<file path="src/design/crbe_pkg.sv">
// ----------------------------------------------------------------------------
// crbe_pkg
// Shared codes, pixel constants and the clip result type of the blitter.
// ----------------------------------------------------------------------------
package crbe_pkg;

  localparam logic [2:0] FN_FILL   = 3'd0;
  localparam logic [2:0] FN_COPY   = 3'd1;
  localparam logic [2:0] FN_INVERT = 3'd2;
  localparam logic [2:0] FN_THRESH = 3'd3;
  localparam logic [2:0] FN_SWAP   = 3'd4;
  localparam logic [2:0] FN_SETPX  = 3'd5;
  localparam logic [2:0] FN_READPX = 3'd6;
  localparam logic [2:0] FN_RSVD   = 3'd7;

  localparam logic [31:0] PIX_WHITE = 32'hFFFF_FFFF;
  localparam logic [31:0] PIX_BLACK = 32'h00FF_FFFF;
  localparam logic [31:0] LOW3_MASK = 32'h00FF_FFFF;

  typedef struct packed {
    logic       ok;
    logic [9:0] dx;
    logic [9:0] dy;
    logic [9:0] sx;
    logic [9:0] sy;
    logic [9:0] w;
    logic [9:0] h;
  } crbe_clip_t;

endpackage

</file>
<file path="src/design/crbe_clip.sv">
// ----------------------------------------------------------------------------
// crbe_clip
// Clips a command rectangle against the surface edges; a set or read pixel is checked to lie inside.
// ----------------------------------------------------------------------------
module crbe_clip #(
  parameter int COLS = 256,
  parameter int ROWS = 256
) (
  input  logic              [2:0] func_i,
  input  logic signed       [9:0] dst_x_i,
  input  logic signed       [9:0] dst_y_i,
  input  logic signed       [9:0] src_x_i,
  input  logic signed       [9:0] src_y_i,
  input  logic signed       [9:0] width_i,
  input  logic signed       [9:0] height_i,
  output crbe_pkg::crbe_clip_t    clip_o
);
  import crbe_pkg::*;

  localparam logic signed [11:0] COLS_S = 12'(COLS);
  localparam logic signed [11:0] ROWS_S = 12'(ROWS);

  logic               use_src;
  logic               rect_op;
  logic signed [11:0] dx, dy, sx, sy, w, h;
  logic signed [11:0] dxc, dyc, sxc, syc;
  logic signed [11:0] w1, h1, wf, hf, wm, hm;
  logic               px_in;

  always_comb begin
    dx = {{2{dst_x_i[9]}}, dst_x_i};
    dy = {{2{dst_y_i[9]}}, dst_y_i};
    sx = {{2{src_x_i[9]}}, src_x_i};
    sy = {{2{src_y_i[9]}}, src_y_i};
    w  = {{2{width_i[9]}}, width_i};
    h  = {{2{height_i[9]}}, height_i};

    use_src = (func_i inside {FN_COPY, FN_INVERT, FN_THRESH, FN_SWAP});
    rect_op = use_src || (func_i == FN_FILL);

    dxc = dx[11] ? 12'sd0 : dx;
    dyc = dy[11] ? 12'sd0 : dy;
    sxc = sx[11] ? 12'sd0 : sx;
    syc = sy[11] ? 12'sd0 : sy;

    // negative origins eat into the size
    w1 = w + (dx[11] ? dx : 12'sd0) + ((use_src && sx[11]) ? sx : 12'sd0);
    h1 = h + (dy[11] ? dy : 12'sd0) + ((use_src && sy[11]) ? sy : 12'sd0);
    wf = w1[11] ? COLS_S : w1;
    hf = h1[11] ? ROWS_S : h1;

    wm = (wf < COLS_S - dxc) ? wf : COLS_S - dxc;
    hm = (hf < ROWS_S - dyc) ? hf : ROWS_S - dyc;
    if (use_src) begin
      if (COLS_S - sxc < wm) wm = COLS_S - sxc;
      if (ROWS_S - syc < hm) hm = ROWS_S - syc;
    end

    px_in = !dx[11] && (dx < COLS_S) && !dy[11] && (dy < ROWS_S);

    clip_o = '0;
    if (rect_op) begin
      if (wm > 12'sd0 && hm > 12'sd0) begin
        clip_o.ok = 1'b1;
        clip_o.dx = dxc[9:0];
        clip_o.dy = dyc[9:0];
        clip_o.sx = sxc[9:0];
        clip_o.sy = syc[9:0];
        clip_o.w  = wm[9:0];
        clip_o.h  = hm[9:0];
      end
    end else if ((func_i == FN_SETPX || func_i == FN_READPX) && px_in) begin
      clip_o.ok = 1'b1;
      clip_o.dx = dst_x_i;
      clip_o.dy = dst_y_i;
      clip_o.w  = 10'd1;
      clip_o.h  = 10'd1;
    end
  end

endmodule
</file>
<file path="config.mk">
export PLATFORM = sky130hd
export DESIGN_NAME = crbe_clip
export DESIGN_NICKNAME = d
export VERILOG_FILES = /design/src/design/crbe_pkg.sv /design/src/design/crbe_clip.sv
export SDC_FILE = /design/constraint.sdc
export NUM_CORES = 1
export LEC_CHECK = 0
export BUFFER_PORTS_ARGS = -buffer_cell sky130_fd_sc_hd__buf_4
export CELL_PAD_IN_SITES_DETAIL_PLACEMENT = 1
export CELL_PAD_IN_SITES_GLOBAL_PLACEMENT = 2
export CORE_ASPECT_RATIO = 1.25
export CORE_MARGIN = 1.5
export CORE_UTILIZATION = 31
export DETAILED_ROUTE_END_ITERATION = 10
export GPL_ROUTABILITY_DRIVEN = 0
export PLACE_DENSITY_LB_ADDON = 0.3
export SYNTH_ARGS = -nofsm -noshare
export SYNTH_HDL_FRONTEND = slang
export SYNTH_SLANG_ARGS = --single-unit
</file>
<file path="constraint.sdc">
create_clock -name vclk -period 8.6
set_input_delay 0 -clock vclk [all_inputs]
set_output_delay 0 -clock vclk [all_outputs]
set_load 0.01 [all_outputs]
</file>
# Word level (Yosys, flattened, before mapping)
# Index checks and enable logic that the tools add are counted.
dict set report classes {
  n_lt_le_gt_ge 8
  n_eq_ne 6
  reduce_logical 13
  mux 22
  addsub 8
}
# op count
set ops {}
lappend ops {{$mux W12} 10}
lappend ops {{$mux W61} 1}
lappend ops {{$lt A12 B12 Y1} 4}
lappend ops {{$mux W21} 2}
lappend ops {{$mux W20} 2}
lappend ops {{$sub A9 B9 Y10 const A} 4}
lappend ops {{$mux W9} 4}
lappend ops {{$mux W11} 3}
lappend ops {{$add A10 B12 Y12} 2}
lappend ops {{$add A12 B12 Y12} 2}
lappend ops {{$gt A12 B1 Y1 const B} 2}
lappend ops {{$lt A10 B10 Y1 const B} 2}
lappend ops {{$eq A3 B3 Y1 const B} 3}
lappend ops {{$logic_and A1 B1 Y1} 7}
lappend ops {{$eq A3 B2 Y1 const B} 2}
lappend ops {{$reduce_bool A4 Y1} 1}
lappend ops {{$eq A3 B1 Y1 const B} 1}
lappend ops {{$logic_not A3 Y1} 1}
lappend ops {{$logic_not A1 Y1} 2}
lappend ops {{$logic_or A1 B1 Y1} 2}
dict set report totals {
  register_bits 0
  out_inout_bits 61
  in_bits 63
  elab_cells 57
}

# Longest topological paths before layout
dict set report logic_depth {
  word_depth 15
  mapped_depth 37
  depth_no_buf 35
}

# Worst setup path before layout
# No wires, ideal clock.
dict set report synth_timing {
  kind {input port to output port}
  start {in func_i[1]}
  end {out clip_o[11] in the netlist's numbering}
  setup_slack_ns 1.488
  stages 36
  path_buffers 7
  t_required_ns 8.600
  t_arrival_ns 7.112
  cell_sequence {nor2_1 xnor2_1 clkbuf_1 and3_1 fa_1 ha_1 fa_1 a211oi_4 nor3b_2 o31a_1 buf_2 and2_1 ha_1 nor2b_1 o21ai_0 nand2b_1 a21oi_1 o21ai_0 a41oi_1 ha_1 clkbuf_1 buf_2 clkbuf_1 nor2_1 a21oi_1 ha_1 a211o_1 a21oi_1 and4_1 o21a_1 or3_1 o211ai_1 a211o_1 buf_6 buf_6 a211oi_2}
}
# item line_no
set synth_rtl {}
lappend synth_rtl {{from (decl)} crbe_clip.sv:9} ;# input logic [2:0] func_i,
lappend synth_rtl {{to (decl)} crbe_clip.sv:16} ;# output crbe_pkg::crbe_clip_t clip_o

==> results_dict.tcl <==
set metrics [dict create \
    outcome "finished clean" \
    track_usage_pct 24.0 \
    end_kind "primary output" \
    tns_ps 0 \
    first_pass_iters 4 \
    crit_arrival_ps 7970 \
    place_ws_ps 347 \
    postRouteAntennaNets 0 \
    overflow 0 \
    irDropWorstVdd_mv 0.0740 \
    finalCritPeriodShare_pct 92.6 \
    synthTopCellsByCount "nor2_1 (95), ha_1 (64), a21oi_1 (37), inv_1 (35), o21ai_0 (32)" \
    hpwlAfterDp_mm 17.6 \
    antenna_found_initial 0 \
    synth_area_leaders "ha_1 (16%), fa_1 (9.0%), nor2_1 (7.3%)" \
    cp_slowest_stage_delay_ps 540 \
    crit_fanout 15 \
    final_hold_viol_count 0 \
    max_freq_mhz 126 \
    worstHoldPathType "in2out" \
    yosys_warnings 0 \
    chipHeight_um 144 \
    dp_cells 981 \
    tightest_slew_ps 688 \
    start_util_pct 31.6 \
    timing.critical_path.mode_cell "buf_4" \
    grt-busiest-layer "met2" \
    utilization_pct 38.6 \
    power.density_nw_per_um2 186 \
    syn2layout_area_growth_pct 22.3 \
    layout-drive-gt1-share_pct 24.3 \
    cts_hold_buf 0 \
    layout.nets 920 \
    num_antenna_cells 0 \
    cpMaxStageDelayCell "fa_1" \
    synth-seq-area-share_pct 0 \
    core-area_um2 15500 \
    grt_max_degree 32 \
    holdPathStages 3 \
    period_needed_ps 7970 \
    vias_per_cell 5.64 \
    met2_usage_pct 48.8 \
    vias 5531 \
    place_area_um2 5980 \
    power_leakage_nw 2.72 \
    wire_per_inst_um 20.6 \
    num-clock-buffers 0 \
    maxCapViolations 0 \
    cp-start-kind "primary input" \
    drcViolationCount 0 \
    synth.avg_cell_area_um2 7.33 \
    post_cts_buffers 0 \
    synth_most_common_cell "nor2_1" \
    slew_headroom_pct 53.5 \
    final_cells 981 \
    setup_viol 0 \
    rsz0062_at_grt "false" \
    synth_cells 668 \
    drt_iter0_drc 231 \
    crit_type "in2out" \
    num-fill-cells 1962 \
    grt.met3_usage_pct 0.970 \
    num_rows 51 \
    grtUsageMet1_pct 24.8 \
    grt_pass1_wl_mm 31.4 \
    setup_ws_ps 634 \
    regArea_um2 0 \
    yosysUniqueCellTypes 72 \
    port_buffers 120 \
    die-area_um2 16600 \
    yosys.area.top_type "ha_1" \
    final_cell_area_um2 5990 \
    cp.required_ps 8600 \
    holdWs_ps 392 \
    synth_area_um2 4900 \
    grt_pass1_vias 5941 \
    num_io_pins 124 \
    power.total_mw 1.12 \
    slew_violations 0 \
    n_sequential_cell 0 \
    die_w_um 115 \
    synth_top_area_share_pct 16.3 \
    routed_wl_mm 20.2 \
]
[routing by layer]
metal	share of wire, %	vias to the layer above	wire length, um
li1	-	2653	-
met3	2.9	52	587
met2	55	150	11200
met4	5.5	0	1110
met5	0	-	0
met1	36	2676	7310
[power by group]
part           internal [mW]  switching, mW
Clock                      0              0
Combinational          0.462          0.654
Sequential                 0              0
Total                  0.462          0.654
[area by class of cell]
cell class                 count  area, um2  share of cell area (%)
multi-input combinational    602       4600                    76.8
timing repair buffer         132        991                    16.5
tap                          212        265                    4.43
inverter                      35        131                    2.19
[critical path: cells and delay by family]
kind / cells / cell delay (ps)
AO/OA/AOI/OAI: 16 / 3200
adder cells (fa/ha/maj): 6 / 2090
AND/OR/NAND/NOR: 7 / 1320
buffers and inverters: 7 / 1140
XOR/XNOR: 1 / 150
[path summary, 6_finish.rpt]
path / startpoint / to / slack [ps]
setup / recovery: func_i[1] / clip_o[4] / 630
hold / removal: dst_y_i[7] / clip_o[47] / 390
[placed cells by master (no fill, tap or decap), drive strengths merged, types with 8 or more instances in the layout]
cell type  count
a211oi        25
a21o          13
a21oi         38
and2          28
and3          22
buf          132
fa            22
ha            64
inv           35
nand2         22
nand2b        21
nand3         14
nor2          95
nor2b         15
nor3          20
nor3b         23
o21a          11
o21ai         36
o22ai          9
or3           10
xnor2         12
xor2           8
[cells by family (layout without fill, tap and decap cells)]
group	Yosys count	after routing	synth area share, %
simple gates	293	293	33.6
compound gates	195	195	30.0
fa+ha+maj	86	86	25.3
buf+inv	69	167	6.61
xor+xnor	20	20	3.58
mux	4	4	0.817
other cells	1	4	0.0765
[timing repair]
item	in CTS	in global routing
resized for setup	0	3
endpoints found under the setup margin	0	51
hold endpoints to repair	0	0
Note: power is estimated with default switching activity, not from simulation.
